==> config.mk <==
export PLATFORM = sky130hd
export DESIGN_NAME = mtc_queue
export DESIGN_NICKNAME = d
export VERILOG_FILES = /design/src/hdl/mtc_pkg.sv /design/src/hdl/mtc_queue.sv
export SDC_FILE = /design/constraint.sdc
export NUM_CORES = 1
export LEC_CHECK = 0
export BUFFER_PORTS_ARGS = -buffer_cell sky130_fd_sc_hd__buf_2
export CORE_UTILIZATION = 47
export DETAILED_ROUTE_END_ITERATION = 16
export GPL_TIMING_DRIVEN = 0
export PLACE_DENSITY_LB_ADDON = 0.05
export SLEW_MARGIN = 20
export SYNTH_ARGS = -nofsm -noshare
export SYNTH_HDL_FRONTEND = slang
export SYNTH_SLANG_ARGS = --single-unit
==> constraint.sdc <==
create_clock -name i_clk -period 9.5 [get_ports i_clk]
set_clock_uncertainty 0.05 [all_clocks]
set_input_delay 1.9 -clock i_clk [delete_from_list [all_inputs] [get_ports i_clk]]
set_output_delay 1.9 -clock i_clk [all_outputs]
set_load 0.01 [all_outputs]
==> src/hdl/mtc_pkg.sv <==
`timescale 1ns / 1ps

package mtc_pkg;

    localparam int FRAC_BITS_DEF = 16;
    localparam int WORD_W        = 32;
    localparam int DIM           = 3;
    localparam int ENTRIES       = DIM * DIM;

    typedef logic signed [WORD_W-1:0] t_word;
    typedef logic [2:0]               t_cmd;

    localparam t_cmd CMD_IDENTITY  = 3'd0;
    localparam t_cmd CMD_TRANSLATE = 3'd1;
    localparam t_cmd CMD_SCALE     = 3'd2;
    localparam t_cmd CMD_ROTATE    = 3'd3;
    localparam t_cmd CMD_ORIENT    = 3'd4;

    // what the back end does with one queued operand
    typedef enum logic [1:0] {
        OP_NOP,
        OP_IDENTITY,
        OP_COMPOSE
    } t_op_kind;

    // operand of the form [p00 p01 0; p10 p11 0; p20 p21 one]
    typedef struct packed {
        t_op_kind kind;
        t_word    p00;
        t_word    p01;
        t_word    p10;
        t_word    p11;
        t_word    p20;
        t_word    p21;
    } t_op_rec;

    // multiply-accumulate tag that follows each product
    typedef struct packed {
        logic       vld;
        logic       first;
        logic       last;
        logic [1:0] i;
        logic [1:0] j;
    } t_mac_tag;

    localparam logic [1:0] IDX_LAST = 2'(DIM - 1);

    localparam int QUEUE_DEPTH = 2;
    localparam int QUEUE_PTR_W = (QUEUE_DEPTH > 1) ? $clog2(QUEUE_DEPTH) : 1;
    localparam int QUEUE_CNT_W = $clog2(QUEUE_DEPTH + 1);

    // orientation operands, upper-left 2x2 in units of one: a b / c d
    localparam logic signed [1:0] ORIENT_TAB [8][4] = '{
        '{ 2'sd1,  2'sd0,  2'sd0,  2'sd1},
        '{ 2'sd0, -2'sd1,  2'sd1,  2'sd0},
        '{-2'sd1,  2'sd0,  2'sd0, -2'sd1},
        '{ 2'sd0,  2'sd1, -2'sd1,  2'sd0},
        '{-2'sd1,  2'sd0,  2'sd0,  2'sd1},
        '{ 2'sd0, -2'sd1, -2'sd1,  2'sd0},
        '{ 2'sd1,  2'sd0,  2'sd0, -2'sd1},
        '{ 2'sd0,  2'sd1,  2'sd1,  2'sd0}
    };

    // sine/cosine series in unsigned Q2.30
    localparam logic [30:0] HALF_PI_Q30 = 31'd1686629713;
    localparam logic [30:0] Q30_ONE     = 31'h4000_0000;
    localparam int          SIN_TERMS   = 6;
    localparam int          TRIG_TERMS  = 13;

    // n(n-1) for sine (n = 13..3) then cosine (n = 14..2)
    localparam logic [7:0] TERM_DIV [TRIG_TERMS] = '{
        8'd156, 8'd110, 8'd72, 8'd42, 8'd20, 8'd6,
        8'd182, 8'd132, 8'd90, 8'd56, 8'd30, 8'd12, 8'd2
    };

    // floor(2^32 / n(n-1)); quotient estimate is low by at most one
    localparam logic [31:0] TERM_RCP [TRIG_TERMS] = '{
        32'((64'd1 << 32) / 64'd156), 32'((64'd1 << 32) / 64'd110),
        32'((64'd1 << 32) / 64'd72),  32'((64'd1 << 32) / 64'd42),
        32'((64'd1 << 32) / 64'd20),  32'((64'd1 << 32) / 64'd6),
        32'((64'd1 << 32) / 64'd182), 32'((64'd1 << 32) / 64'd132),
        32'((64'd1 << 32) / 64'd90),  32'((64'd1 << 32) / 64'd56),
        32'((64'd1 << 32) / 64'd30),  32'((64'd1 << 32) / 64'd12),
        32'((64'd1 << 32) / 64'd2)
    };

    typedef enum logic [3:0] {
        TG_IDLE,
        TG_T,
        TG_X2,
        TG_X2S,
        TG_M1,
        TG_M2,
        TG_M3,
        TG_FIX,
        TG_SN,
        TG_SV,
        TG_DONE
    } t_trig_state;

    typedef enum logic [1:0] {
        FR_IDLE,
        FR_TRIG,
        FR_PUSH
    } t_front_state;

    typedef enum logic [1:0] {
        BK_IDLE,
        BK_MAC,
        BK_DRAIN,
        BK_OUT
    } t_back_state;

endpackage

==> src/hdl/mtc_queue.sv <==
`timescale 1ns / 1ps

module mtc_queue (
    input  logic             i_clk,
    input  logic             i_rst_n,
    input  logic             i_push,
    input  mtc_pkg::t_op_rec i_push_rec,
    input  logic             i_pop,
    output mtc_pkg::t_op_rec o_head,
    output logic             o_full,
    output logic             o_empty
);

    localparam logic [mtc_pkg::QUEUE_PTR_W-1:0] PTR_LAST =
        mtc_pkg::QUEUE_PTR_W'(mtc_pkg::QUEUE_DEPTH - 1);
    localparam logic [mtc_pkg::QUEUE_CNT_W-1:0] CNT_FULL =
        mtc_pkg::QUEUE_CNT_W'(mtc_pkg::QUEUE_DEPTH);

    mtc_pkg::t_op_rec r_mem [mtc_pkg::QUEUE_DEPTH];

    logic [mtc_pkg::QUEUE_PTR_W-1:0] r_wr, n_wr;
    logic [mtc_pkg::QUEUE_PTR_W-1:0] r_rd, n_rd;
    logic [mtc_pkg::QUEUE_CNT_W-1:0] r_cnt, n_cnt;

    logic w_push, w_pop;

    assign o_full  = (r_cnt == CNT_FULL);
    assign o_empty = (r_cnt == '0);
    assign w_push  = i_push && !o_full;
    assign w_pop   = i_pop && !o_empty;
    assign o_head  = r_mem[r_rd];

    always_comb begin
        n_wr  = r_wr;
        n_rd  = r_rd;
        n_cnt = r_cnt;
        if (w_push) n_wr = (r_wr == PTR_LAST) ? '0 : r_wr + 1'b1;
        if (w_pop)  n_rd = (r_rd == PTR_LAST) ? '0 : r_rd + 1'b1;
        if (w_push && !w_pop) begin
            n_cnt = r_cnt + 1'b1;
        end else if (w_pop && !w_push) begin
            n_cnt = r_cnt - 1'b1;
        end
    end

    always_ff @(posedge i_clk) begin
        if (!i_rst_n) begin
            r_wr  <= '0;
            r_rd  <= '0;
            r_cnt <= '0;
        end else begin
            r_wr  <= n_wr;
            r_rd  <= n_rd;
            r_cnt <= n_cnt;
        end
    end

    always_ff @(posedge i_clk) begin
        if (w_push) r_mem[r_wr] <= i_push_rec;
    end

endmodule

==> impl_metrics.yaml, run 1 <==
synth:
  yosysWarnings: 0
  syn_nets: 828
  synth_cell_types: 22
  ys_seq_elements: 393
  synthCells: 629
  synthTopCellsByArea: "edfxtp_1 78%, mux2_4 16%, mux2_2 2.6%"
  ys_seq_area_frac: 0.789
  synth_area_mm2: 0.0149
  syn_area_per_cell_um2: 23.7
  netlist.area_leader.share: 0.782
  synth_top_area_cell: "edfxtp_1"
finish:
  most-common-layout-cells: "396 x buf_2, 388 x edfxtp_1, 160 x mux2_4, 43 x clkbuf_16, 34 x mux2_2"
  n_fill_cell: 2304
  area_growth_pct: 27.3
  layout_commonest_cell: "buf_2"
  nets: 1284
  layout-drive-gt1-share: 0.615
timing:
  setup_viol: 0
  rsz0062_at_grt: "no"
  worst_pin_slew_ns: 0.508
  hold_ws_ns: 0.469
  fmax_ghz: 0.266
  hold_violations: 0
  timing.final.ws_setup_ns: 5.73
  slew_violations: 0
  finalCriticalPeriod_ns: 3.77
  post-route-period-util: 0.396
  maxSlewHeadroom: 0.661
clock_network:
  cts_tree: "done"
  cts.sinks: 393
  clk_latency_ns: 0.51
  clock_path_buffers: 3
  post-cts-setup-buffers: 0
  cts_resized: 0
  clk_pin_slew_ns: 0.06
  root_buffer: "clkbuf_16"
  numCtsBuffers: 41
  cts_max_level: 2
  ctsHoldBuffers: 0
setup_path:
  crit_required_ns: 7.55
  path_depth: 5
  critPathArrivalTime_ns: 1.82
  critPathCaptureType: "output port"
  slowest_delay_ns: 0.32
  critical_path_class: "flop to output port"
  slowest_stage: "dfxtp_1"
  crit_fanout: 10
  critical-path-top-delay-family: "buffers and inverters"
  crit_buf_inv: 4
  start_kind: "flop"
  crit_chain: "buf_6 -> buf_8 -> buf_6 -> mux2_4 -> buf_2"
  r2r_cells: 9
  cp_common_cell: "buf_6"
placement:
  pre_cts_slack_ns: 5.49
  gp_congestion: 0.711
  portBuffers: 393
  dp_hpwl_um: 21000
floorplan:
  core_area_mm2: 0.0309
  die-area_mm2: 0.0324
  row_count: 64
  die_x_um: 180
  ios: 394
  die_h_um: 180
  initial_core_util: 0.482
job:
  cap_violations: 0
power_and_ir_drop:
  power_mw: 5.14
  leakagePower_nw: 7.44
  ir_drop_v: 0.000175
  powerDensity_mw_per_mm2: 271
routing:
  route.detailed.drc: 0
  postRouteAntennaNets: 0
  num_vias: 7357
  wl_um: 29600
  vias_per_cell: 4.86
  wl_per_cell_um: 19.5
  dr.pass1.iters: 4
  drtIter0Drc: 345
grt:
  grt_use_total: 0.179
  grt_pass1_wl_um: 43700
  grt_max_degree: 51
  grt_pass1_vias: 7426
  grt_antenna_before_repair: 12
  overflow: 0
hold_path:
  hold_path_depth: 2
  hp-class: "flop to flop"
outcome:
  status: "finished, final reports clean"
==> tightest hold or removal path: cells and delay by family (launching register included) <==
kind / cells / cell delay [ns]
DFF: 1 / 0.34
AOI/OAI and AO/OA: 2 / 0.14
==> cell families (layout without fill, tap and decap cells) <==
kind of cell	count (synthesis)	in the layout	synth area share
DFF	393	393	0.789
other	0	6	0
and+or+nand+nor	9	9	0.00370
AOI/OAI and AO/OA	5	5	0.00218
xor gates and xnor gates	3	3	0.00176
muxes	194	194	0.187
buffers and inverters	24	507	0.0161
adders and majority gates	1	1	0.000839
==> report_power, final <==
part | internal (mW) | leakage (nW) | switching [mW]
Combinational | 0.751 | 3.17 | 0.713
Clock | 0.847 | 0.602 | 0.603
Sequential | 2.17 | 3.66 | 0.0506
==> layer usage <==
metal,track usage,vias up,routed length (um)
met1,0.200,3577,10900
met5,0,-,56
met4,0.0561,12,577
met3,0.0713,57,2790
li1,-,3447,-
met2,0.315,264,15200
==> path summary, 6_finish.rpt <==
path	start	end	slack [ns]
setup / recovery	flop	o_head[73]	5.73
hold / removal	r_cnt[1]$_SDFFE_PN0P_	r_cnt[1]$_SDFFE_PN0P_	0.47
setup reg to reg	r_cnt[0]$_SDFFE_PN0P_	r_mem[0][64]$_DFFE_PP_	6.96
hold reg to reg	r_cnt[1]$_SDFFE_PN0P_	r_cnt[1]$_SDFFE_PN0P_	0.47
==> final cells by class <==
class,instances,area [um^2],area share
Antenna cell,6,15.0,0.000792
Buffer,22,233,0.0123
Clock buffer,57,1160,0.0611
Clock inverter,13,65.1,0.00343
Inverter,2,7.51,0.000396
Multi-Input combinational cell,212,2920,0.154
Sequential cell,393,11800,0.620
Tap cell,396,495,0.0261
Timing Repair Buffer,413,2320,0.122
==> metrics by stage <==
step | setup TNS (ns) | util | instance area (um^2) | cells
3_5_place_dp | 0 | 0.574 | 17700 | 1438
5_1_grt | 0 | 0.613 | 19000 | 1512
2_1_floorplan | 0 | - | 14900 | 629
4_1_cts | 0 | 0.613 | 19000 | 1508
6_report | 0 | 0.614 | 19000 | 1514
3_3_place_gp | -174.86 | 0.562 | 17400 | 1418
==> sequential cells by signal, summed over array words and instances (netlist names), named ones only <==
register  cells
r_cnt         2
r_rd          1
r_wr          1
r_mem       388
==> synthesized netlist by cell type, drive strengths merged <==
master / count
nor3: 1
and2: 3
and3: 1
dfxtp: 5
buf: 22
xor2: 1
xnor2: 2
o21ai: 2
edfxtp: 388
o21a: 1
ha: 1
or3: 1
mux2: 194
nand2b: 1
nor2: 2
inv: 2
a21boi: 2
(Power assumes the default switching activity.)
==> run 2, diff against run 1 <==
--- a/config.mk
+++ b/config.mk
@@ -6,7 +6,7 @@
 export NUM_CORES = 1
 export LEC_CHECK = 0
 export BUFFER_PORTS_ARGS = -buffer_cell sky130_fd_sc_hd__buf_2
-export CORE_UTILIZATION = 47
+export CORE_UTILIZATION = 50
 export DETAILED_ROUTE_END_ITERATION = 16
 export GPL_TIMING_DRIVEN = 0
 export PLACE_DENSITY_LB_ADDON = 0.05
==> constraint.sdc (replaced) <==
create_clock -name i_clk -period 3.9 [get_ports i_clk]
set_clock_uncertainty 0.05 [all_clocks]
set_input_delay 0.78 -clock i_clk [delete_from_list [all_inputs] [get_ports i_clk]]
set_output_delay 0.78 -clock i_clk [all_outputs]
set_load 0.01 [all_outputs]
==> run 2 against run 1 <==
Global-route usage rose by 1.4 points; via count fell by 0.26%; power grew 150%; flip-flop and latch count unchanged; hold slack got worse by 0.080 ns; combinational power increased by 150%; die area down 5.9%; sequential power is 140% higher; non-clock buffer count unchanged; cell count shrank 0.46%; critical path type unchanged; critical endpoint is now o_head[51]; largest cell class unchanged; largest power group unchanged.
==> impl_metrics.yaml, run 2 (synthesis results as in run 1) <==
finish:
  nets: 1284
  area_growth_pct: 27.6
  layout_commonest_cell: "buf_2"
  largest_reg_flops: 388
  layout-drive-gt1-share: 0.617
  largest_register: "r_mem"
  top_regs: "r_mem x388, r_cnt x2"
  most-common-layout-cells: "396 x buf_2, 388 x edfxtp_1, 160 x mux2_4, 43 x clkbuf_16, 34 x mux2_2"
routing:
  route.detailed.drc: 0
  vias_per_cell: 4.87
  dr.pass1.iters: 4
  wl_met1_um: 10600
  wl_per_cell_um: 19.7
  wl_um: 29600
  drtIter0Drc: 264
  wl_met3_um: 2940
  wl_met2_um: 15600
  top_layer: "met5"
  postRouteAntennaNets: 0
  num_vias: 7338
hold_path:
  hold_path_depth: 1
  hp-start: "i_push_rec[43]"
  min_delay_worst_endpoint: "r_mem[0][43]$_DFFE_PP_"
  hp-class: "input pin to flop"
clock_network:
  cts_resized: 0
  cts.sinks: 393
  cts_tree: "done"
  root_buffer: "clkbuf_16"
  clk_pin_slew_ns: 0.06
  clk_latency_ns: 0.51
  ctsHoldBuffers: 0
  cts_max_level: 2
  numCtsBuffers: 41
  post-cts-setup-buffers: 0
  clock_path_buffers: 3
setup_path:
  critPathArrivalTime_ns: 1.81
  critPathCaptureType: "output port"
  r2r_slack_ns: 1.79
  critical_path_class: "flop to output port"
  worstReg2RegStart: "r_cnt[0]$_SDFFE_PN0P_"
  crit_fanout: 10
  crit_required_ns: 3.07
  start_kind: "flop"
  r2r_cells: 4
  r2r-end: "r_mem[1][155]$_DFFE_PP_"
grt:
  grt_max_degree: 47
  grt_pass1_vias: 7647
  grt_use_total: 0.194
  grt_pass1_wl_um: 44000
  overflow: 0
  grt_antenna_before_repair: 10
timing:
  maxSlewHeadroom: 0.692
  setup_viol: 0
  finalCriticalPeriod_ns: 2.64
  rsz0062_at_grt: "no"
  fmax_ghz: 0.379
  slew_violations: 0
  worst_pin_slew_ns: 0.462
  timing.final.ws_setup_ns: 1.26
  hold_violations: 0
  post-route-period-util: 0.677
floorplan:
  die-area_mm2: 0.0305
  die_x_um: 175
  core_area_mm2: 0.0290
  initial_core_util: 0.514
  row_count: 62
  die_h_um: 175
  ios: 394
placement:
  dp_hpwl_um: 21300
  pre_cts_slack_ns: 1.38
  gp_congestion: 0.719
  portBuffers: 393
power_and_ir_drop:
  power_mw: 12.6
  powerDensity_mw_per_mm2: 665
  leakagePower_nw: 7.47
  ir_drop_v: 0.000494
outcome:
  status: "finished, final reports clean"
job:
  cap_violations: 0
-- run 2: worst max path at each step --
stage / startpoint / to / slack [ns] / cells past startpoint
floorplan: i_push / r_mem[0][0]$_DFFE_PP_ / -2.03 / 2
global placement: i_push / r_mem[0][17]$_DFFE_PP_ / -4.98 / 3
detailed placement: i_push / r_mem[1][136]$_DFFE_PP_ / 1.38 / 4
CTS: flop / o_head[70] / 1.21 / 5
global route: flop / o_head[67] / 1.18 / 5
finish: flop / o_head[51] / 1.26 / 5
-- run 2: metrics by stage --
stage / utilization / cells / cell area (um^2) / TNS (ns) / hold WS [ns]
2_1_floorplan: - / 629 / 14900 / -395.41 / 0.433
3_3_place_gp: 0.599 / 1406 / 17400 / -1229.42 / 0.456
4_1_cts: 0.655 / 1500 / 19000 / 0 / 0.361
5_1_grt: 0.655 / 1502 / 19000 / 0 / 0.365
3_5_place_dp: 0.611 / 1426 / 17700 / 0 / 0.485
6_report: 0.655 / 1507 / 19000 / 0 / 0.389
-- run 2: cell type report --
type,count,area (um^2)
sequential,393,11800
fill,2111,10000
multi-input combinational,212,2920
timing repair buffer,413,2320
clock buffer,52,1110
tap,384,480
buffer,22,233
clock inverter,22,154
inverter,2,20.0
antenna,7,17.5
-- run 2: layer usage --
| metal | global-route usage | up-vias |
|---|---|---|
| li1 | - | 3444 |
| met1 | 0.209 | 3570 |
| met2 | 0.346 | 271 |
| met3 | 0.0792 | 47 |
| met4 | 0.0562 | 6 |
| met5 | 0 | - |
-- run 2: power by group --
group | switching, mW | leakage [nW] | total, mW | internal (mW)
sequential | 0.126 | 3.66 | 5.42 | 5.30
combinational | 1.74 | 3.18 | 3.58 | 1.83
clock | 1.50 | 0.629 | 3.64 | 2.14
total | 3.37 | 7.47 | 12.6 | 9.27
-- run 2: critical path, stage by stage, from the launching register on --
cell and delay (ns):
dfxtp_1 0.32, buf_6 0.11, buf_8 0.18, buf_6 0.21, mux2_4 0.32, buf_2 0.14
