`src/hdl/mtc_pkg.sv`:
```
`timescale 1ns / 1ps

package mtc_pkg;

    localparam int FRAC_BITS_DEF = 16;
    localparam int WORD_W        = 32;
    localparam int DIM           = 3;
    localparam int ENTRIES       = DIM * DIM;

    typedef logic signed [WORD_W-1:0] t_word;
    typedef logic [2:0]               t_cmd;

    localparam t_cmd CMD_IDENTITY  = 3'd0;
    localparam t_cmd CMD_TRANSLATE = 3'd1;
    localparam t_cmd CMD_SCALE     = 3'd2;
    localparam t_cmd CMD_ROTATE    = 3'd3;
    localparam t_cmd CMD_ORIENT    = 3'd4;

    // what the back end does with one queued operand
    typedef enum logic [1:0] {
        OP_NOP,
        OP_IDENTITY,
        OP_COMPOSE
    } t_op_kind;

    // operand of the form [p00 p01 0; p10 p11 0; p20 p21 one]
    typedef struct packed {
        t_op_kind kind;
        t_word    p00;
        t_word    p01;
        t_word    p10;
        t_word    p11;
        t_word    p20;
        t_word    p21;
    } t_op_rec;

    // multiply-accumulate tag that follows each product
    typedef struct packed {
        logic       vld;
        logic       first;
        logic       last;
        logic [1:0] i;
        logic [1:0] j;
    } t_mac_tag;

    localparam logic [1:0] IDX_LAST = 2'(DIM - 1);

    localparam int QUEUE_DEPTH = 2;
    localparam int QUEUE_PTR_W = (QUEUE_DEPTH > 1) ? $clog2(QUEUE_DEPTH) : 1;
    localparam int QUEUE_CNT_W = $clog2(QUEUE_DEPTH + 1);

    // orientation operands, upper-left 2x2 in units of one: a b / c d
    localparam logic signed [1:0] ORIENT_TAB [8][4] = '{
        '{ 2'sd1,  2'sd0,  2'sd0,  2'sd1},
        '{ 2'sd0, -2'sd1,  2'sd1,  2'sd0},
        '{-2'sd1,  2'sd0,  2'sd0, -2'sd1},
        '{ 2'sd0,  2'sd1, -2'sd1,  2'sd0},
        '{-2'sd1,  2'sd0,  2'sd0,  2'sd1},
        '{ 2'sd0, -2'sd1, -2'sd1,  2'sd0},
        '{ 2'sd1,  2'sd0,  2'sd0, -2'sd1},
        '{ 2'sd0,  2'sd1,  2'sd1,  2'sd0}
    };

    // sine/cosine series in unsigned Q2.30
    localparam logic [30:0] HALF_PI_Q30 = 31'd1686629713;
    localparam logic [30:0] Q30_ONE     = 31'h4000_0000;
    localparam int          SIN_TERMS   = 6;
    localparam int          TRIG_TERMS  = 13;

    // n(n-1) for sine (n = 13..3) then cosine (n = 14..2)
    localparam logic [7:0] TERM_DIV [TRIG_TERMS] = '{
        8'd156, 8'd110, 8'd72, 8'd42, 8'd20, 8'd6,
        8'd182, 8'd132, 8'd90, 8'd56, 8'd30, 8'd12, 8'd2
    };

    // floor(2^32 / n(n-1)); quotient estimate is low by at most one
    localparam logic [31:0] TERM_RCP [TRIG_TERMS] = '{
        32'((64'd1 << 32) / 64'd156), 32'((64'd1 << 32) / 64'd110),
        32'((64'd1 << 32) / 64'd72),  32'((64'd1 << 32) / 64'd42),
        32'((64'd1 << 32) / 64'd20),  32'((64'd1 << 32) / 64'd6),
        32'((64'd1 << 32) / 64'd182), 32'((64'd1 << 32) / 64'd132),
        32'((64'd1 << 32) / 64'd90),  32'((64'd1 << 32) / 64'd56),
        32'((64'd1 << 32) / 64'd30),  32'((64'd1 << 32) / 64'd12),
        32'((64'd1 << 32) / 64'd2)
    };

    typedef enum logic [3:0] {
        TG_IDLE,
        TG_T,
        TG_X2,
        TG_X2S,
        TG_M1,
        TG_M2,
        TG_M3,
        TG_FIX,
        TG_SN,
        TG_SV,
        TG_DONE
    } t_trig_state;

    typedef enum logic [1:0] {
        FR_IDLE,
        FR_TRIG,
        FR_PUSH
    } t_front_state;

    typedef enum logic [1:0] {
        BK_IDLE,
        BK_MAC,
        BK_DRAIN,
        BK_OUT
    } t_back_state;

endpackage

```
`src/hdl/mtc_if.sv`:
```


interface mtc_mat_if;
    logic               valid;
    logic               ready;
    logic signed [31:0] m00;
    logic signed [31:0] m01;
    logic signed [31:0] m02;
    logic signed [31:0] m10;
    logic signed [31:0] m11;
    logic signed [31:0] m12;
    logic signed [31:0] m20;
    logic signed [31:0] m21;
    logic signed [31:0] m22;

    modport source (
        output valid, m00, m01, m02, m10, m11, m12, m20, m21, m22,
        input  ready
    );
    modport sink (
        input  valid, m00, m01, m02, m10, m11, m12, m20, m21, m22,
        output ready
    );
endinterface

```
`src/hdl/mtc_back.sv`:
```
`timescale 1ns / 1ps

module mtc_back #(
    parameter int FRAC_BITS = mtc_pkg::FRAC_BITS_DEF
) (
    input  logic             i_clk,
    input  logic             i_rst_n,
    input  mtc_pkg::t_op_rec i_head,
    input  logic             i_empty,
    output logic             o_pop,
    mtc_mat_if.source        o_mat
);

    localparam int ACC_W = 2 * mtc_pkg::WORD_W - FRAC_BITS + 2;
    localparam mtc_pkg::t_word ONE = 32'sd1 <<< FRAC_BITS;
    localparam logic signed [ACC_W-1:0] SAT_HI = ACC_W'(64'sd2147483647);
    localparam logic signed [ACC_W-1:0] SAT_LO = ACC_W'(-64'sd2147483648);

    mtc_pkg::t_back_state r_state, n_state;

    mtc_pkg::t_op_rec r_op;
    mtc_pkg::t_word   r_m [mtc_pkg::ENTRIES];
    mtc_pkg::t_word   n_m [mtc_pkg::ENTRIES];
    mtc_pkg::t_word   r_out [mtc_pkg::ENTRIES];
    logic             r_out_valid, n_out_valid;

    logic [1:0] r_i, r_j, r_k, n_i, n_j, n_k;
    mtc_pkg::t_mac_tag r_tag, n_tag;
    logic signed [63:0] r_prod, n_prod;
    logic signed [ACC_W-1:0] r_acc, w_term, w_sum;
    mtc_pkg::t_word r_row0, r_row1, w_sat;

    logic [3:0]     w_rd_idx, w_wr_base;
    mtc_pkg::t_word w_op_m, w_op_p;
    logic           w_load_out, w_mac_end;

    function automatic mtc_pkg::t_word op_entry(input mtc_pkg::t_op_rec rec,
                                                input logic [1:0] k,
                                                input logic [1:0] j);
        mtc_pkg::t_word v;
        v = '0;
        if (k == 2'd0) begin
            if (j == 2'd0) v = rec.p00;
            else if (j == 2'd1) v = rec.p01;
        end else if (k == 2'd1) begin
            if (j == 2'd0) v = rec.p10;
            else if (j == 2'd1) v = rec.p11;
        end else begin
            if (j == 2'd0) v = rec.p20;
            else if (j == 2'd1) v = rec.p21;
            else v = ONE;
        end
        return v;
    endfunction

    assign w_mac_end  = (r_i == mtc_pkg::IDX_LAST) && (r_j == mtc_pkg::IDX_LAST) &&
                        (r_k == mtc_pkg::IDX_LAST);
    assign w_load_out = (r_state == mtc_pkg::BK_OUT) && (!r_out_valid || o_mat.ready);

    always_comb begin
        n_state = r_state;
        unique case (r_state)
            mtc_pkg::BK_IDLE: begin
                if (!i_empty) begin
                    if (i_head.kind == mtc_pkg::OP_COMPOSE) begin
                        n_state = mtc_pkg::BK_MAC;
                    end else begin
                        n_state = mtc_pkg::BK_OUT;
                    end
                end
            end
            mtc_pkg::BK_MAC: begin
                if (w_mac_end) n_state = mtc_pkg::BK_DRAIN;
            end
            mtc_pkg::BK_DRAIN: n_state = mtc_pkg::BK_OUT;
            mtc_pkg::BK_OUT: begin
                if (w_load_out) n_state = mtc_pkg::BK_IDLE;
            end
            default: n_state = mtc_pkg::BK_IDLE;
        endcase
    end

    always_comb begin
        o_pop = (r_state == mtc_pkg::BK_IDLE) && !i_empty;
    end

    // issue side: one product per cycle, walking i, j, k
    assign w_rd_idx = 4'(r_i) * 4'd3 + 4'(r_k);
    assign w_op_m   = r_m[w_rd_idx];
    assign w_op_p   = op_entry(r_op, r_k, r_j);
    assign n_prod   = w_op_m * w_op_p;

    always_comb begin
        n_i = r_i;
        n_j = r_j;
        n_k = r_k;
        n_tag       = '0;
        n_tag.first = (r_k == 2'd0);
        n_tag.last  = (r_k == mtc_pkg::IDX_LAST);
        n_tag.i     = r_i;
        n_tag.j     = r_j;
        if (r_state == mtc_pkg::BK_MAC) begin
            n_tag.vld = 1'b1;
            if (r_k == mtc_pkg::IDX_LAST) begin
                n_k = '0;
                if (r_j == mtc_pkg::IDX_LAST) begin
                    n_j = '0;
                    n_i = r_i + 2'd1;
                end else begin
                    n_j = r_j + 2'd1;
                end
            end else begin
                n_k = r_k + 2'd1;
            end
        end else begin
            n_i = '0;
            n_j = '0;
            n_k = '0;
        end
    end

    // accumulate side: floored product, saturated sum
    assign w_term = ACC_W'(r_prod >>> FRAC_BITS);
    assign w_sum  = (r_tag.first ? '0 : r_acc) + w_term;

    always_comb begin
        if (w_sum > SAT_HI) begin
            w_sat = mtc_pkg::t_word'(SAT_HI);
        end else if (w_sum < SAT_LO) begin
            w_sat = mtc_pkg::t_word'(SAT_LO);
        end else begin
            w_sat = mtc_pkg::t_word'(w_sum);
        end
    end

    assign w_wr_base = 4'(r_tag.i) * 4'd3;

    // a row is written back only after all its columns, as later rows never read it
    always_comb begin
        n_m = r_m;
        if (o_pop && i_head.kind == mtc_pkg::OP_IDENTITY) begin
            for (int e = 0; e < mtc_pkg::ENTRIES; e++) begin
                n_m[e] = (e % 4 == 0) ? ONE : '0;
            end
        end
        if (r_tag.vld && r_tag.last && r_tag.j == mtc_pkg::IDX_LAST) begin
            n_m[w_wr_base]        = r_row0;
            n_m[w_wr_base + 4'd1] = r_row1;
            n_m[w_wr_base + 4'd2] = w_sat;
        end
    end

    always_comb begin
        n_out_valid = r_out_valid;
        if (o_mat.ready) n_out_valid = 1'b0;
        if (w_load_out)  n_out_valid = 1'b1;
    end

    always_ff @(posedge i_clk) begin
        if (!i_rst_n) begin
            r_state     <= mtc_pkg::BK_IDLE;
            r_out_valid <= 1'b0;
            r_tag       <= '0;
            r_i         <= '0;
            r_j         <= '0;
            r_k         <= '0;
            for (int e = 0; e < mtc_pkg::ENTRIES; e++) begin
                r_m[e] <= (e % 4 == 0) ? ONE : '0;
            end
        end else begin
            r_state     <= n_state;
            r_out_valid <= n_out_valid;
            r_tag       <= n_tag;
            r_i         <= n_i;
            r_j         <= n_j;
            r_k         <= n_k;
            r_m         <= n_m;
        end
    end

    always_ff @(posedge i_clk) begin
        if (o_pop) r_op <= i_head;
        r_prod <= n_prod;
        if (r_tag.vld) begin
            r_acc <= w_sum;
            if (r_tag.last && r_tag.j == 2'd0) r_row0 <= w_sat;
            if (r_tag.last && r_tag.j == 2'd1) r_row1 <= w_sat;
        end
        if (w_load_out) r_out <= r_m;
    end

    assign o_mat.valid = r_out_valid;
    assign o_mat.m00   = r_out[0];
    assign o_mat.m01   = r_out[1];
    assign o_mat.m02   = r_out[2];
    assign o_mat.m10   = r_out[3];
    assign o_mat.m11   = r_out[4];
    assign o_mat.m12   = r_out[5];
    assign o_mat.m20   = r_out[6];
    assign o_mat.m21   = r_out[7];
    assign o_mat.m22   = r_out[8];

endmodule

```
`src/flat_wrapper.sv`:
```
// flat-port wrapper written by rule: the top's interface ports become plain ports
module mtc_back_flat 
#(
    parameter int FRAC_BITS = mtc_pkg::FRAC_BITS_DEF
)
  (i_clk, i_rst_n, i_head, i_empty, o_pop, o_mat_valid, o_mat_m00, o_mat_m01, o_mat_m02, o_mat_m10, o_mat_m11, o_mat_m12, o_mat_m20, o_mat_m21, o_mat_m22, o_mat_ready);
  mtc_mat_if o_mat_i ();
  input  logic i_clk;
  input  logic i_rst_n;
  input  mtc_pkg::t_op_rec i_head;
  input  logic i_empty;
  output logic o_pop;
  output wire logic [$bits(o_mat_i.valid)-1:0] o_mat_valid;
  output wire logic [$bits(o_mat_i.m00)-1:0] o_mat_m00;
  output wire logic [$bits(o_mat_i.m01)-1:0] o_mat_m01;
  output wire logic [$bits(o_mat_i.m02)-1:0] o_mat_m02;
  output wire logic [$bits(o_mat_i.m10)-1:0] o_mat_m10;
  output wire logic [$bits(o_mat_i.m11)-1:0] o_mat_m11;
  output wire logic [$bits(o_mat_i.m12)-1:0] o_mat_m12;
  output wire logic [$bits(o_mat_i.m20)-1:0] o_mat_m20;
  output wire logic [$bits(o_mat_i.m21)-1:0] o_mat_m21;
  output wire logic [$bits(o_mat_i.m22)-1:0] o_mat_m22;
  input wire logic [$bits(o_mat_i.ready)-1:0] o_mat_ready;
  assign o_mat_valid = o_mat_i.valid;
  assign o_mat_m00 = o_mat_i.m00;
  assign o_mat_m01 = o_mat_i.m01;
  assign o_mat_m02 = o_mat_i.m02;
  assign o_mat_m10 = o_mat_i.m10;
  assign o_mat_m11 = o_mat_i.m11;
  assign o_mat_m12 = o_mat_i.m12;
  assign o_mat_m20 = o_mat_i.m20;
  assign o_mat_m21 = o_mat_i.m21;
  assign o_mat_m22 = o_mat_i.m22;
  assign o_mat_i.ready = o_mat_ready;
  mtc_back #(.FRAC_BITS(FRAC_BITS)) u_core (.i_clk(i_clk), .i_rst_n(i_rst_n), .i_head(i_head), .i_empty(i_empty), .o_pop(o_pop), .o_mat(o_mat_i));
endmodule
```
`config.mk`:
```
export PLATFORM = sky130hd
export DESIGN_NAME = mtc_back_flat
export DESIGN_NICKNAME = d
export VERILOG_FILES = /design/src/hdl/mtc_pkg.sv /design/src/hdl/mtc_if.sv /design/src/hdl/mtc_back.sv /design/src/flat_wrapper.sv
export SDC_FILE = /design/constraint.sdc
export NUM_CORES = 2
export LEC_CHECK = 0
export ABC_AREA = 0
export ABC_CLOCK_PERIOD_IN_PS = 37800
export BUFFER_PORTS_ARGS = -buffer_cell sky130_fd_sc_hd__buf_4
export CORE_MARGIN = 2
export CORE_UTILIZATION = 35
export DETAILED_ROUTE_END_ITERATION = 6
export HOLD_SLACK_MARGIN = 0.12
export SLEW_MARGIN = 0
export SYNTH_ARGS = -nofsm -noshare
export SYNTH_HDL_FRONTEND = slang
export SYNTH_SLANG_ARGS = --single-unit
```
`constraint.sdc`:
```
create_clock -name i_clk -period 37.8 [get_ports i_clk]
set_clock_uncertainty 0.15 [all_clocks]
set_input_delay 1.89 -clock i_clk [delete_from_list [all_inputs] [get_ports i_clk]]
set_output_delay 1.89 -clock i_clk [all_outputs]
set_load 0.01 [all_outputs]
```
==> run metrics <==
Tcrit/Tclk final 0.343; setup slack of the critical path after layout 24.84 ns; most frequent cell on the critical path sky130_fd_sc_hd__fa_1; post-synthesis instance area 0.0810 sq mm; number of H-tree branching levels 3; number of warnings issued by yosys 0; standard cell with the maximum stage delay on the critical path sky130_fd_sc_hd__fa_1; post-route design area 0.0916 sq mm; area growth from synthesis to final layout 13.1%; total clock sinks 946; sequential-to-total area share from yosys stat 0.307; cell leakage power 38.4 nW; HPWL after detailed placement 223000 um; library cell occupying the most area in the post-synthesis netlist sky130_fd_sc_hd__fa_1; detailed router's first-iteration violation count 8613; result of the run complete, but fails checks; top fanout value on the critical path 51; dpl cell area 0.0878 sq mm; largest cells by area after synthesis sky130_fd_sc_hd__fa_1, sky130_fd_sc_hd__edfxtp_1, sky130_fd_sc_hd__dfxtp_1; Most used DFF post-synth sky130_fd_sc_hd__edfxtp_1; maximum buffer depth of the clock tree 3; Fmax achieved 0.0772 GHz; violated checks design-rule violations; areal power density over the cells between 50 and 60 mW/mm^2; Buffers on Ports 487; die area ~0.24 sq mm; via count 66960; antenna violations before repair 23; worst hold path class flop to flop; gp weighted congestion 0.933; Net count, final 9909; leading cell type by number of instances after synthesis sky130_fd_sc_hd__nand2_1; fraction of layout cells with a size suffix above 1 0.121; normalized max-slew margin 0.0177; Worst-path clk slew about 0.070 ns; cells after synthesis 8216; number of design rule violations left after detail routing 7; worst slack at placement 25.00 ns; pin slew with the least headroom to its limit 1.46 ns; first-pass GRT wire length 462000 um; final number of hold-violating endpoints 0; Post-Synthesis Net Count 9747; hold buffer count at CTS 0; time the worst path needs with I/O delays and setup 12.96 ns; pin count of the biggest net entering global routing 193; Horiz. Die Dim 485 um; initial core utilization 0.352; endpoints failing setup 0; Final ANT Viol Nets 0; root buf cell sky130_fd_sc_hd__clkbuf_16; via count normalized by instance count just under 6; family of cells with the greatest summed delay on the critical path adder cells; Congestion Overflow GR 0; number of flip-flops and latches in the synthesized netlist 946; via count of the first global-routing pass 68273; worst IR drop on VDD between 0.1 and 0.15 mV; Mean Syn Cell Area 9.86 sq um; first drt pass iteration count 7; Worst Setup End Kind flop; share of flip-flops with an asynchronous set or reset after synthesis 0; Post-CTS Setup Repair Bufs 0; height of the die 485 um; Crit path arrival time about 13 ns; placeable core area 0.230 sq mm; average detailed-routed wire length per instance between 20 and 30 um; unrepaired setup endpoints after global routing false; Distinct cells, synth 90; start-to-end type of the worst setup path flop to flop; Crit path buffers/inverters 9; total routed wirelength 315000 um; cell depth of the worst flop-to-flop path 33; TritonCTS clock tree done; Worst Setup Start Kind flop; number of cells traversed by the worst hold path 0; worst-skew pair later-pin latency 0.82 ns; number of CTS-inserted buffers 108; top post-synthesis cells by count sky130_fd_sc_hd__nand2_1, sky130_fd_sc_hd__fa_1, sky130_fd_sc_hd__inv_1; total power draw around 5.2 mW; GRT Overall Usage 0.265; Crit. path cell count 33; final slew viol count 0; I/O Pins 488; final sum of negative setup slack 0 ns; cells resized by post-CTS repair 0; final hold slack 0.319 ns; largest incremental delay on the critical path between 0.8 and 0.9 ns; floorplan row count 176; max capacitance violation total 0; required arrival time at the worst endpoint between 30 and 40 ns; fraction of synthesized cell area taken by the top area cell type 0.268; count of flip-flops with a built-in enable after synthesis 594
==> layout make-up <==
cell class,count,area (sq um)
fillers,22235,139000
multi-input cells,5583,50100
flip-flops and latches,946,24900
repair buffers,666,5060
inverters,1073,4030
well taps,3026,3790
clock buffers,132,2800
clock inverters,71,923
diodes,12,30.0
==> cell usage in the layout (no fill, tap or decap), types with 67 or more instances in the layout <==
| master | count |
|---|---|
| sky130_fd_sc_hd__edfxtp_1 | 594 |
| sky130_fd_sc_hd__a211oi_1 | 67 |
| sky130_fd_sc_hd__fa_1 | 1083 |
| sky130_fd_sc_hd__a32o_1 | 91 |
| sky130_fd_sc_hd__o21ai_0 | 168 |
| sky130_fd_sc_hd__mux4_2 | 93 |
| sky130_fd_sc_hd__nand2_1 | 1083 |
| sky130_fd_sc_hd__dfxtp_1 | 348 |
| sky130_fd_sc_hd__nand3_1 | 117 |
| sky130_fd_sc_hd__a21oi_1 | 490 |
| sky130_fd_sc_hd__nor2_1 | 754 |
| sky130_fd_sc_hd__o211ai_1 | 273 |
| sky130_fd_sc_hd__buf_4 | 661 |
| sky130_fd_sc_hd__ha_1 | 242 |
| sky130_fd_sc_hd__clkbuf_16 | 108 |
| sky130_fd_sc_hd__mux2i_1 | 86 |
| sky130_fd_sc_hd__inv_1 | 1071 |
==> stage by stage <==
step           utilization  cells
2_1_floorplan            -   8216
3_3_place_gp         0.382  11293
3_5_place_dp         0.382  11293
4_1_cts              0.398  11496
5_1_grt              0.398  11501
6_report             0.398  11509
==> worst reg2reg max path: cells and delay by family (launching register included) <==
family | cells | cell delay (ns)
flops | 1 | 0.38
compound gates | 5 | 2.16
xor+xnor | 1 | 0.14
buf+inv | 9 | 2.19
simple gates | 6 | 1.73
fa+ha+maj | 12 | 6.10
==> state kept, by name, summed over array words and instances (netlist names), 48 cells and up <==
name	cells
u_core.r_prod	48
u_core.r_acc	50
u_core.r_m	288
u_core.r_op	192
==> per-layer routing <==
| metal | GRT usage | routed length, um | up-vias |
|---|---|---|---|
| met5 | 0 | 165 | - |
| met4 | 0.160 | 22300 | 24 |
| met3 | 0.0595 | 32400 | 1009 |
| met2 | 0.409 | 140000 | 4197 |
| met1 | 0.339 | 120000 | 33854 |
| li1 | - | - | 27876 |
==> report_power, final <==
| part | switching (mW) | internal (mW) | total [mW] |
|---|---|---|---|
| clock | 0.475 | 0.637 | 1.11 |
| combinational | 1.90 | 0.768 | 2.67 |
| sequential | 0.0530 | 1.32 | 1.37 |
==> final timing paths <==
kind	to	startpoint	slack, ns
hold reg to reg	u_core.o_mat.m10[31]$_DFFE_PP_	u_core.r_m[191]$_SDFF_PN0_	0.32
hold / removal	u_core.o_mat.m10[31]$_DFFE_PP_	u_core.r_m[191]$_SDFF_PN0_	0.32
setup / recovery	u_core.r_prod[62]$_DFF_P_	u_core.r_i[0]$_SDFFE_PN0P_	24.84
setup reg to reg	u_core.r_prod[62]$_DFF_P_	u_core.r_i[0]$_SDFFE_PN0P_	24.84
==> logic make-up (layout without fill, tap and decap cells) <==
family | Yosys count | in the layout | share of synthesized area
AOI/OAI and AO/OA | 1643 | 1643 | 0.138
xor gates and xnor gates | 96 | 96 | 0.0104
adders and majority gates | 1333 | 1333 | 0.306
buffers and inverters | 1687 | 1942 | 0.0793
DFF | 946 | 946 | 0.307
muxes | 188 | 188 | 0.0377
other | 0 | 12 | 0
and+or+nand+nor | 2323 | 2323 | 0.121
(Power assumes the default switching activity.)
