[src/hdl/mtc_pkg.sv]
`timescale 1ns / 1ps

package mtc_pkg;

    localparam int FRAC_BITS_DEF = 16;
    localparam int WORD_W        = 32;
    localparam int DIM           = 3;
    localparam int ENTRIES       = DIM * DIM;

    typedef logic signed [WORD_W-1:0] t_word;
    typedef logic [2:0]               t_cmd;

    localparam t_cmd CMD_IDENTITY  = 3'd0;
    localparam t_cmd CMD_TRANSLATE = 3'd1;
    localparam t_cmd CMD_SCALE     = 3'd2;
    localparam t_cmd CMD_ROTATE    = 3'd3;
    localparam t_cmd CMD_ORIENT    = 3'd4;

    // what the back end does with one queued operand
    typedef enum logic [1:0] {
        OP_NOP,
        OP_IDENTITY,
        OP_COMPOSE
    } t_op_kind;

    // operand of the form [p00 p01 0; p10 p11 0; p20 p21 one]
    typedef struct packed {
        t_op_kind kind;
        t_word    p00;
        t_word    p01;
        t_word    p10;
        t_word    p11;
        t_word    p20;
        t_word    p21;
    } t_op_rec;

    // multiply-accumulate tag that follows each product
    typedef struct packed {
        logic       vld;
        logic       first;
        logic       last;
        logic [1:0] i;
        logic [1:0] j;
    } t_mac_tag;

    localparam logic [1:0] IDX_LAST = 2'(DIM - 1);

    localparam int QUEUE_DEPTH = 2;
    localparam int QUEUE_PTR_W = (QUEUE_DEPTH > 1) ? $clog2(QUEUE_DEPTH) : 1;
    localparam int QUEUE_CNT_W = $clog2(QUEUE_DEPTH + 1);

    // orientation operands, upper-left 2x2 in units of one: a b / c d
    localparam logic signed [1:0] ORIENT_TAB [8][4] = '{
        '{ 2'sd1,  2'sd0,  2'sd0,  2'sd1},
        '{ 2'sd0, -2'sd1,  2'sd1,  2'sd0},
        '{-2'sd1,  2'sd0,  2'sd0, -2'sd1},
        '{ 2'sd0,  2'sd1, -2'sd1,  2'sd0},
        '{-2'sd1,  2'sd0,  2'sd0,  2'sd1},
        '{ 2'sd0, -2'sd1, -2'sd1,  2'sd0},
        '{ 2'sd1,  2'sd0,  2'sd0, -2'sd1},
        '{ 2'sd0,  2'sd1,  2'sd1,  2'sd0}
    };

    // sine/cosine series in unsigned Q2.30
    localparam logic [30:0] HALF_PI_Q30 = 31'd1686629713;
    localparam logic [30:0] Q30_ONE     = 31'h4000_0000;
    localparam int          SIN_TERMS   = 6;
    localparam int          TRIG_TERMS  = 13;

    // n(n-1) for sine (n = 13..3) then cosine (n = 14..2)
    localparam logic [7:0] TERM_DIV [TRIG_TERMS] = '{
        8'd156, 8'd110, 8'd72, 8'd42, 8'd20, 8'd6,
        8'd182, 8'd132, 8'd90, 8'd56, 8'd30, 8'd12, 8'd2
    };

    // floor(2^32 / n(n-1)); quotient estimate is low by at most one
    localparam logic [31:0] TERM_RCP [TRIG_TERMS] = '{
        32'((64'd1 << 32) / 64'd156), 32'((64'd1 << 32) / 64'd110),
        32'((64'd1 << 32) / 64'd72),  32'((64'd1 << 32) / 64'd42),
        32'((64'd1 << 32) / 64'd20),  32'((64'd1 << 32) / 64'd6),
        32'((64'd1 << 32) / 64'd182), 32'((64'd1 << 32) / 64'd132),
        32'((64'd1 << 32) / 64'd90),  32'((64'd1 << 32) / 64'd56),
        32'((64'd1 << 32) / 64'd30),  32'((64'd1 << 32) / 64'd12),
        32'((64'd1 << 32) / 64'd2)
    };

    typedef enum logic [3:0] {
        TG_IDLE,
        TG_T,
        TG_X2,
        TG_X2S,
        TG_M1,
        TG_M2,
        TG_M3,
        TG_FIX,
        TG_SN,
        TG_SV,
        TG_DONE
    } t_trig_state;

    typedef enum logic [1:0] {
        FR_IDLE,
        FR_TRIG,
        FR_PUSH
    } t_front_state;

    typedef enum logic [1:0] {
        BK_IDLE,
        BK_MAC,
        BK_DRAIN,
        BK_OUT
    } t_back_state;

endpackage

[src/hdl/mtc_if.sv]
`timescale 1ns / 1ps

interface mtc_cmd_if;
    logic               valid;
    logic               ready;
    logic [2:0]         command;
    logic signed [31:0] x_value;
    logic signed [31:0] y_value;
    logic [15:0]        angle;
    logic [2:0]         orientation;

    modport source (
        output valid, command, x_value, y_value, angle, orientation,
        input  ready
    );
    modport sink (
        input  valid, command, x_value, y_value, angle, orientation,
        output ready
    );
endinterface


[src/hdl/mtc_trig.sv]
`timescale 1ns / 1ps

module mtc_trig #(
    parameter int FRAC_BITS = mtc_pkg::FRAC_BITS_DEF
) (
    input  logic                i_clk,
    input  logic                i_rst_n,
    input  logic                i_start,
    input  logic [15:0]         i_angle,
    output logic                o_done,
    output mtc_pkg::t_word      o_sin,
    output mtc_pkg::t_word      o_cos
);

    localparam int          RND_SH   = 30 - FRAC_BITS;
    localparam logic [31:0] RND_HALF = 32'd1 << (RND_SH - 1);
    localparam logic [3:0]  SIN_LAST = 4'(mtc_pkg::SIN_TERMS - 1);
    localparam logic [3:0]  TERM_LAST = 4'(mtc_pkg::TRIG_TERMS - 1);

    mtc_pkg::t_trig_state r_state, n_state;

    logic [1:0]  r_quad;
    logic [13:0] r_rem;
    logic [63:0] r_prod, n_prod;
    logic [30:0] r_t, n_t;
    logic [31:0] r_x2, n_x2;
    logic [30:0] r_u, n_u;
    logic [31:0] r_a, n_a;
    logic [31:0] r_q, n_q;
    logic [30:0] r_s, n_s;
    logic [3:0]  r_k, n_k;

    logic [31:0] op_a, op_b;
    logic [31:0] w_rem, w_sub;
    logic [31:0] w_s_rnd, w_c_rnd;
    mtc_pkg::t_word w_s, w_c;

    // remainder check on the reciprocal quotient estimate
    assign w_rem = r_a - r_prod[31:0];
    assign w_sub = r_q + {31'b0, (w_rem >= {24'b0, mtc_pkg::TERM_DIV[r_k]})};

    always_comb begin
        n_state = r_state;
        unique case (r_state)
            mtc_pkg::TG_IDLE: begin
                if (i_start) n_state = mtc_pkg::TG_T;
            end
            mtc_pkg::TG_T:    n_state = mtc_pkg::TG_X2;
            mtc_pkg::TG_X2:   n_state = mtc_pkg::TG_X2S;
            mtc_pkg::TG_X2S:  n_state = mtc_pkg::TG_M1;
            mtc_pkg::TG_M1:   n_state = mtc_pkg::TG_M2;
            mtc_pkg::TG_M2:   n_state = mtc_pkg::TG_M3;
            mtc_pkg::TG_M3:   n_state = mtc_pkg::TG_FIX;
            mtc_pkg::TG_FIX: begin
                if (r_k == SIN_LAST) begin
                    n_state = mtc_pkg::TG_SN;
                end else if (r_k == TERM_LAST) begin
                    n_state = mtc_pkg::TG_DONE;
                end else begin
                    n_state = mtc_pkg::TG_M1;
                end
            end
            mtc_pkg::TG_SN:   n_state = mtc_pkg::TG_SV;
            mtc_pkg::TG_SV:   n_state = mtc_pkg::TG_M1;
            mtc_pkg::TG_DONE: n_state = mtc_pkg::TG_IDLE;
            default:          n_state = mtc_pkg::TG_IDLE;
        endcase
    end

    always_comb begin
        op_a = '0;
        op_b = '0;
        n_t  = r_t;
        n_x2 = r_x2;
        n_u  = r_u;
        n_a  = r_a;
        n_q  = r_q;
        n_s  = r_s;
        n_k  = r_k;
        unique case (r_state)
            mtc_pkg::TG_IDLE: begin
                if (i_start) begin
                    n_u = mtc_pkg::Q30_ONE;
                    n_k = '0;
                end
            end
            mtc_pkg::TG_T: begin
                op_a = {18'b0, r_rem};
                op_b = {1'b0, mtc_pkg::HALF_PI_Q30};
            end
            mtc_pkg::TG_X2: begin
                n_t  = r_prod[44:14];
                op_a = {1'b0, r_prod[44:14]};
                op_b = {1'b0, r_prod[44:14]};
            end
            mtc_pkg::TG_X2S: begin
                n_x2 = r_prod[61:30];
            end
            mtc_pkg::TG_M1: begin
                op_a = r_x2;
                op_b = {1'b0, r_u};
            end
            mtc_pkg::TG_M2: begin
                n_a  = r_prod[61:30];
                op_a = r_prod[61:30];
                op_b = mtc_pkg::TERM_RCP[r_k];
            end
            mtc_pkg::TG_M3: begin
                n_q  = r_prod[63:32];
                op_a = r_prod[63:32];
                op_b = {24'b0, mtc_pkg::TERM_DIV[r_k]};
            end
            mtc_pkg::TG_FIX: begin
                // clamp at zero when the subtrahend passes one
                if (w_sub > {1'b0, mtc_pkg::Q30_ONE}) begin
                    n_u = '0;
                end else begin
                    n_u = 31'({1'b0, mtc_pkg::Q30_ONE} - w_sub);
                end
                if (r_k != TERM_LAST) n_k = r_k + 4'd1;
            end
            mtc_pkg::TG_SN: begin
                op_a = {1'b0, r_t};
                op_b = {1'b0, r_u};
            end
            mtc_pkg::TG_SV: begin
                n_s = r_prod[60:30];
                n_u = mtc_pkg::Q30_ONE;
            end
            mtc_pkg::TG_DONE: begin
            end
            default: begin
            end
        endcase
    end

    assign n_prod = op_a * op_b;

    always_ff @(posedge i_clk) begin
        if (!i_rst_n) begin
            r_state <= mtc_pkg::TG_IDLE;
        end else begin
            r_state <= n_state;
        end
    end

    always_ff @(posedge i_clk) begin
        if (r_state == mtc_pkg::TG_IDLE && i_start) begin
            r_quad <= i_angle[15:14];
            r_rem  <= i_angle[13:0];
        end
        r_prod <= n_prod;
        r_t    <= n_t;
        r_x2   <= n_x2;
        r_u    <= n_u;
        r_a    <= n_a;
        r_q    <= n_q;
        r_s    <= n_s;
        r_k    <= n_k;
    end

    assign w_s_rnd = ({1'b0, r_s} + RND_HALF) >> RND_SH;
    assign w_c_rnd = ({1'b0, r_u} + RND_HALF) >> RND_SH;
    assign w_s     = mtc_pkg::t_word'(w_s_rnd);
    assign w_c     = mtc_pkg::t_word'(w_c_rnd);

    // fold the first-quadrant pair out to the full circle
    always_comb begin
        unique case (r_quad)
            2'd0: begin
                o_sin = w_s;
                o_cos = w_c;
            end
            2'd1: begin
                o_sin = w_c;
                o_cos = -w_s;
            end
            2'd2: begin
                o_sin = -w_s;
                o_cos = -w_c;
            end
            default: begin
                o_sin = -w_c;
                o_cos = w_s;
            end
        endcase
    end

    assign o_done = (r_state == mtc_pkg::TG_DONE);

endmodule

[src/hdl/mtc_front.sv]
`timescale 1ns / 1ps

module mtc_front #(
    parameter int FRAC_BITS = mtc_pkg::FRAC_BITS_DEF
) (
    input  logic             i_clk,
    input  logic             i_rst_n,
    mtc_cmd_if.sink          i_cmd,
    input  logic             i_full,
    output logic             o_push,
    output mtc_pkg::t_op_rec o_push_rec
);

    localparam mtc_pkg::t_word ONE = 32'sd1 <<< FRAC_BITS;

    mtc_pkg::t_front_state r_state, n_state;

    mtc_pkg::t_cmd   r_cmd;
    mtc_pkg::t_word  r_x;
    mtc_pkg::t_word  r_y;
    logic [2:0]      r_ori;

    logic            w_accept;
    logic            w_trig_start;
    logic            w_trig_done;
    mtc_pkg::t_word  w_sin, w_cos;

    function automatic mtc_pkg::t_word unit_word(input logic signed [1:0] u);
        mtc_pkg::t_word v;
        v = '0;
        if (u == 2'sd1) begin
            v = ONE;
        end else if (u == -2'sd1) begin
            v = -ONE;
        end
        return v;
    endfunction

    mtc_trig #(
        .FRAC_BITS (FRAC_BITS)
    ) u_trig (
        .i_clk   (i_clk),
        .i_rst_n (i_rst_n),
        .i_start (w_trig_start),
        .i_angle (i_cmd.angle),
        .o_done  (w_trig_done),
        .o_sin   (w_sin),
        .o_cos   (w_cos)
    );

    assign w_accept = i_cmd.valid && i_cmd.ready;

    always_comb begin
        n_state = r_state;
        unique case (r_state)
            mtc_pkg::FR_IDLE: begin
                if (w_accept) begin
                    if (i_cmd.command == mtc_pkg::CMD_ROTATE) begin
                        n_state = mtc_pkg::FR_TRIG;
                    end else begin
                        n_state = mtc_pkg::FR_PUSH;
                    end
                end
            end
            mtc_pkg::FR_TRIG: begin
                if (w_trig_done) n_state = mtc_pkg::FR_PUSH;
            end
            mtc_pkg::FR_PUSH: begin
                if (!i_full) n_state = mtc_pkg::FR_IDLE;
            end
            default: n_state = mtc_pkg::FR_IDLE;
        endcase
    end

    always_comb begin
        i_cmd.ready  = (r_state == mtc_pkg::FR_IDLE);
        o_push       = (r_state == mtc_pkg::FR_PUSH) && !i_full;
        w_trig_start = w_accept && (i_cmd.command == mtc_pkg::CMD_ROTATE);
    end

    // classify the held command into an operand record
    always_comb begin
        o_push_rec.kind = mtc_pkg::OP_COMPOSE;
        o_push_rec.p00  = ONE;
        o_push_rec.p01  = '0;
        o_push_rec.p10  = '0;
        o_push_rec.p11  = ONE;
        o_push_rec.p20  = '0;
        o_push_rec.p21  = '0;
        unique case (r_cmd)
            mtc_pkg::CMD_IDENTITY: begin
                o_push_rec.kind = mtc_pkg::OP_IDENTITY;
            end
            mtc_pkg::CMD_TRANSLATE: begin
                o_push_rec.p20 = r_x;
                o_push_rec.p21 = r_y;
            end
            mtc_pkg::CMD_SCALE: begin
                o_push_rec.p00 = r_x;
                o_push_rec.p11 = r_y;
            end
            mtc_pkg::CMD_ROTATE: begin
                o_push_rec.p00 = w_cos;
                o_push_rec.p01 = w_sin;
                o_push_rec.p10 = -w_sin;
                o_push_rec.p11 = w_cos;
            end
            mtc_pkg::CMD_ORIENT: begin
                o_push_rec.p00 = unit_word(mtc_pkg::ORIENT_TAB[r_ori][0]);
                o_push_rec.p01 = unit_word(mtc_pkg::ORIENT_TAB[r_ori][1]);
                o_push_rec.p10 = unit_word(mtc_pkg::ORIENT_TAB[r_ori][2]);
                o_push_rec.p11 = unit_word(mtc_pkg::ORIENT_TAB[r_ori][3]);
            end
            default: begin
                o_push_rec.kind = mtc_pkg::OP_NOP;
            end
        endcase
    end

    always_ff @(posedge i_clk) begin
        if (!i_rst_n) begin
            r_state <= mtc_pkg::FR_IDLE;
        end else begin
            r_state <= n_state;
        end
    end

    always_ff @(posedge i_clk) begin
        if (w_accept) begin
            r_cmd <= i_cmd.command;
            r_x   <= i_cmd.x_value;
            r_y   <= i_cmd.y_value;
            r_ori <= i_cmd.orientation;
        end
    end

endmodule

[src/flat_wrapper.sv]
// flat-port wrapper written by rule: the top's interface ports become plain ports
module mtc_front_flat 
#(
    parameter int FRAC_BITS = mtc_pkg::FRAC_BITS_DEF
)
  (i_clk, i_rst_n, i_full, o_push, o_push_rec, i_cmd_valid, i_cmd_command, i_cmd_x_value, i_cmd_y_value, i_cmd_angle, i_cmd_orientation, i_cmd_ready);
  mtc_cmd_if i_cmd_i ();
  input  logic i_clk;
  input  logic i_rst_n;
  input  logic i_full;
  output logic o_push;
  output mtc_pkg::t_op_rec o_push_rec;
  input wire logic [$bits(i_cmd_i.valid)-1:0] i_cmd_valid;
  input wire logic [$bits(i_cmd_i.command)-1:0] i_cmd_command;
  input wire logic [$bits(i_cmd_i.x_value)-1:0] i_cmd_x_value;
  input wire logic [$bits(i_cmd_i.y_value)-1:0] i_cmd_y_value;
  input wire logic [$bits(i_cmd_i.angle)-1:0] i_cmd_angle;
  input wire logic [$bits(i_cmd_i.orientation)-1:0] i_cmd_orientation;
  output wire logic [$bits(i_cmd_i.ready)-1:0] i_cmd_ready;
  assign i_cmd_i.valid = i_cmd_valid;
  assign i_cmd_i.command = i_cmd_command;
  assign i_cmd_i.x_value = i_cmd_x_value;
  assign i_cmd_i.y_value = i_cmd_y_value;
  assign i_cmd_i.angle = i_cmd_angle;
  assign i_cmd_i.orientation = i_cmd_orientation;
  assign i_cmd_ready = i_cmd_i.ready;
  mtc_front #(.FRAC_BITS(FRAC_BITS)) u_core (.i_clk(i_clk), .i_rst_n(i_rst_n), .i_cmd(i_cmd_i), .i_full(i_full), .o_push(o_push), .o_push_rec(o_push_rec));
endmodule
[config.mk]
export PLATFORM = sky130hd
export DESIGN_NAME = mtc_front_flat
export DESIGN_NICKNAME = d
export VERILOG_FILES = /design/src/hdl/mtc_pkg.sv /design/src/hdl/mtc_if.sv /design/src/hdl/mtc_trig.sv /design/src/hdl/mtc_front.sv /design/src/flat_wrapper.sv
export SDC_FILE = /design/constraint.sdc
export NUM_CORES = 2
export LEC_CHECK = 0
export CAP_MARGIN = 20
export CORE_MARGIN = 2
export CORE_UTILIZATION = 61
export CTS_CLUSTER_DIAMETER = 100
export DETAILED_ROUTE_END_ITERATION = 16
export DONT_BUFFER_PORTS = 1
export GPL_TIMING_DRIVEN = 0
export PLACE_DENSITY = 0.84
export SLEW_MARGIN = 15
export SYNTH_ARGS = -nofsm -noshare
export SYNTH_HDL_FRONTEND = slang
export SYNTH_HIERARCHICAL = 1
export SYNTH_SLANG_ARGS = --single-unit
[constraint.sdc]
create_clock -name i_clk -period 9.5 [get_ports i_clk]
set_input_delay 0 -clock i_clk [delete_from_list [all_inputs] [get_ports i_clk]]
set_output_delay 0 -clock i_clk [all_outputs]
set_load 0.05 [all_outputs]
==> flow_summary.toml <==
[sta]
setup_violations = 0
fmax_ghz = 0.105
clock_skew_ns = 0.0514
hold_slack_ns = 0.0306
fin_crit_ns = 9.48
max_slew_margin_pct = 20.7
drv_slew = 0
fin_crit_sh_pct = 99.8
tightest_slew_ns = 1.19
hold_viol_final = 0

[critical_path]
crit_path_top_delay_cell = "fa_1"
cp_slowest_stage_delay_ns = 0.58
crit_required_ns = 10.03
cp_common_cell = "fa_1"
crit_buf_inv = 6
cp_max_fo = 10
crit_path_end_kind = "flop"
worstSetupStartpointType = "flop"
critPathTopFamily = "adder cells"
cp.arrival_ns = 10.02
crit_type = "flop to flop"

[yosys]
yosysTopAreaCell = "fa_1"
yosysTopAreaCellShare_pct = 33.8
synth_cells = 5991
syn_area_um2 = 53100
synth.most_common_cell = "inv_1"
synthFlopType = "edfxtp_1"
synth_common_cells = "1034 x inv_1, 909 x nand2_1, 897 x fa_1"
synth-seq-cells = 336
synth_edf_count = 266
synth_area_leaders = "fa_1 34%, edfxtp_1 15%, ha_1 7.5%"
ys_types = 106
synth_area_per_cell_um2 = 8.87
synth_warnings = 6
syn_nets = 7297
synthArstFlopShare_pct = 0
synth-seq-area-share_pct = 17.7

[finish]
syn_to_final_growth_pct = 11.8
multi_input_comb_area_um2 = 39400
fillers = 6735
seq_area_um2 = 9390
layout.nets = 7493
drive_gt1_share_pct = 9.88

[global_routing]
grt_pass1_vias = 47700
grt_start_max_net_pins = 35
gr-usage-all-layers_pct = 49.8
grt_pass1_wl_um = 319000
use_met3_pct = 18.7
globalRouteOverflowTotal = 0
use_met1_pct = 60.1
top_usage_layer = "met2"
antenna_found_initial = 13
grtUsageMet2_pct = 72.6

[status]
status = "completed"

[clock_tree]
cts_sinks = 336
cts_max_path_buffers = 3
numCtsBuffers = 37
worstSkewPairLatency_ns = 0.61
cts_tree = "done"
h-tree-depth = 2
clk_pin_slew_worst_paths_ns = 0.08
cts-root-buf = "clkbuf_16"

[floorplanning]
die_y_um = 299
die_w_um = 299
die_area_um2 = 89500
core_um2 = 86600
ios = 286
start_util_pct = 61.4
num_rows = 108

[route]
dr.pass1.iters = 11
ant_nets = 0
wl_per_cell_um = 30.1
vias_per_cell = 6.43
drc_errors = 0
vias = 47500
first_iter_violations = 6265
routed_wl_um = 223000

[power]
power_density_nw_per_um2 = 61.7
peakVddDrop_mv = 0.121
total_power_mw = 3.66
p_leak_nw = 27.7

[place]
hpwl_um = 178000
gp_congestion = 1.07
port_buffers = 0

[worst_hold_path]
min_path_type = "input port to flop"

[flow_run]
max_cap_viol_count = 0
==> power by group <==
group | switching (mW) | total, mW | internal (mW)
logic | 0.382 | 0.505 | 0.123
registers | 0.0324 | 1.64 | 1.61
clock network | 0.683 | 1.52 | 0.838
total | 1.10 | 3.66 | 2.57
==> worst reg2reg max path, delay by kind of cell, from the launching register on <==
kind	cells	cell delay, ns
adder cells (fa/ha/maj)	11	4.62
AO/OA/AOI/OAI	8	2.02
AND/OR/NAND/NOR	5	1.16
buffers and inverters	6	0.97
flip-flops	1	0.51
XOR/XNOR	1	0.15
==> flip-flops by register name (all words and copies together) (netlist names) <==
| name | count |
|---|---|
| u_core/u_trig/r_prod | 64 |
| u_core/r_x | 32 |
| u_core/r_y | 32 |
| u_core/u_trig/r_a | 32 |
| u_core/u_trig/r_q | 32 |
| u_core/u_trig/r_x2 | 32 |
| u_core/u_trig/r_t | 31 |
| u_core/u_trig/r_u | 31 |
| u_core/u_trig/r_s | 18 |
| u_core/u_trig/r_rem | 14 |
| u_core/u_trig/r_k | 4 |
| u_core/u_trig/r_state | 4 |
| u_core/r_cmd | 3 |
| u_core/r_ori | 3 |
| u_core/r_state | 2 |
| u_core/u_trig/r_quad | 2 |
==> cells in the final DEF, fill, tap and decap left out, types with 42 or more instances in the layout <==
| cell type | Yosys | layout |
|---|---|---|
| a22oi_1 | 51 | 49 |
| dfxtp_1 | 70 | 70 |
| and3_1 | 70 | 57 |
| inv_1 | 1034 | 1030 |
| a21oi_1 | 170 | 161 |
| clkbuf_16 | 0 | 42 |
| xor2_1 | 90 | 90 |
| nor2_1 | 639 | 632 |
| nor3_1 | 63 | 50 |
| o21ai_0 | 112 | 90 |
| clkbuf_4 | 0 | 47 |
| and2_1 | 109 | 102 |
| ha_1 | 319 | 299 |
| clkbuf_1 | 263 | 75 |
| dlygate4sd3_1 | 0 | 91 |
| edfxtp_1 | 266 | 266 |
| buf_4 | 4 | 108 |
| a21o_1 | 54 | 54 |
| clkbuf_2 | 0 | 46 |
| nand2_1 | 909 | 895 |
| nand4_1 | 66 | 66 |
| nand3_1 | 118 | 107 |
| fa_1 | 897 | 895 |
| xnor2_1 | 111 | 110 |
==> final timing paths <==
check / slack [ns] / depth (start not counted) / startpoint / end
setup / recovery: 0.02 / 31 / u_core/u_trig/r_k[1]$_SDFFCE_PN0P_ / u_core/u_trig/r_prod[61]$_DFF_P_
hold / removal: 0.03 / 1 / i_cmd_orientation[1] / u_core/r_ori[1]$_DFFE_PP_
setup reg to reg: 0.02 / 31 / u_core/u_trig/r_k[1]$_SDFFCE_PN0P_ / u_core/u_trig/r_prod[61]$_DFF_P_
hold reg to reg: 0.56 / 0 / u_core/u_trig/r_prod[62]$_DFF_P_ / u_core/u_trig/r_q[30]$_DFFE_PP_
==> routing by layer <==
metal  vias up  wire length, um
met5         -              142
met4        10            21900
met3      1059            32600
met2      3683            92800
met1     23300            75400
li1      19500                -
==> what timing repair did <==
item                                    CTS  global route
buffers inserted                         48            27
pin swaps                                29            26
resized for setup                       417           198
hold endpoints to repair                112             0
hold buffers                             91             0
endpoints found under the setup margin   48            25
gates cloned                              2             1
==> cell type report <==
cell class                 count  share of cell area (%)
timing repair buffer         207                    3.47
sequential                   336                    15.8
clock buffer                  45                    1.71
clock inverter                22                   0.425
tap                         1155                    2.43
inverter                    1038                    6.58
buffer                       271                    3.12
antenna                       21                  0.0884
multi-input combinational   4296                    66.4
==> kinds of logic after synthesis <==
family / Yosys count / synth area share (%)
fa+ha+maj: 1216 / 41.3
xor+xnor: 202 / 3.34
simple gates: 2165 / 18.4
mux: 35 / 1.02
compound gates: 678 / 8.50
buf+inv: 1359 / 9.80
flops: 336 / 17.7
==> metrics by stage <==
step	setup TNS [ns]	worst slack (ns)	instances	cell area (um2)	utilization [%]
CTS	0	0.00434	7352	58700	67.8
global route	-0.213	-0.0642	7376	59400	68.6
finish	0	0.0160	7391	59400	68.6
floorplan	0	0.0368	5991	53200	-
detailed placement	-99.95	-3.37	7184	55200	63.7
global placement	-157.82	-4.88	7146	54600	63.0
No activity file was read; power rests on OpenSTA's default activity.
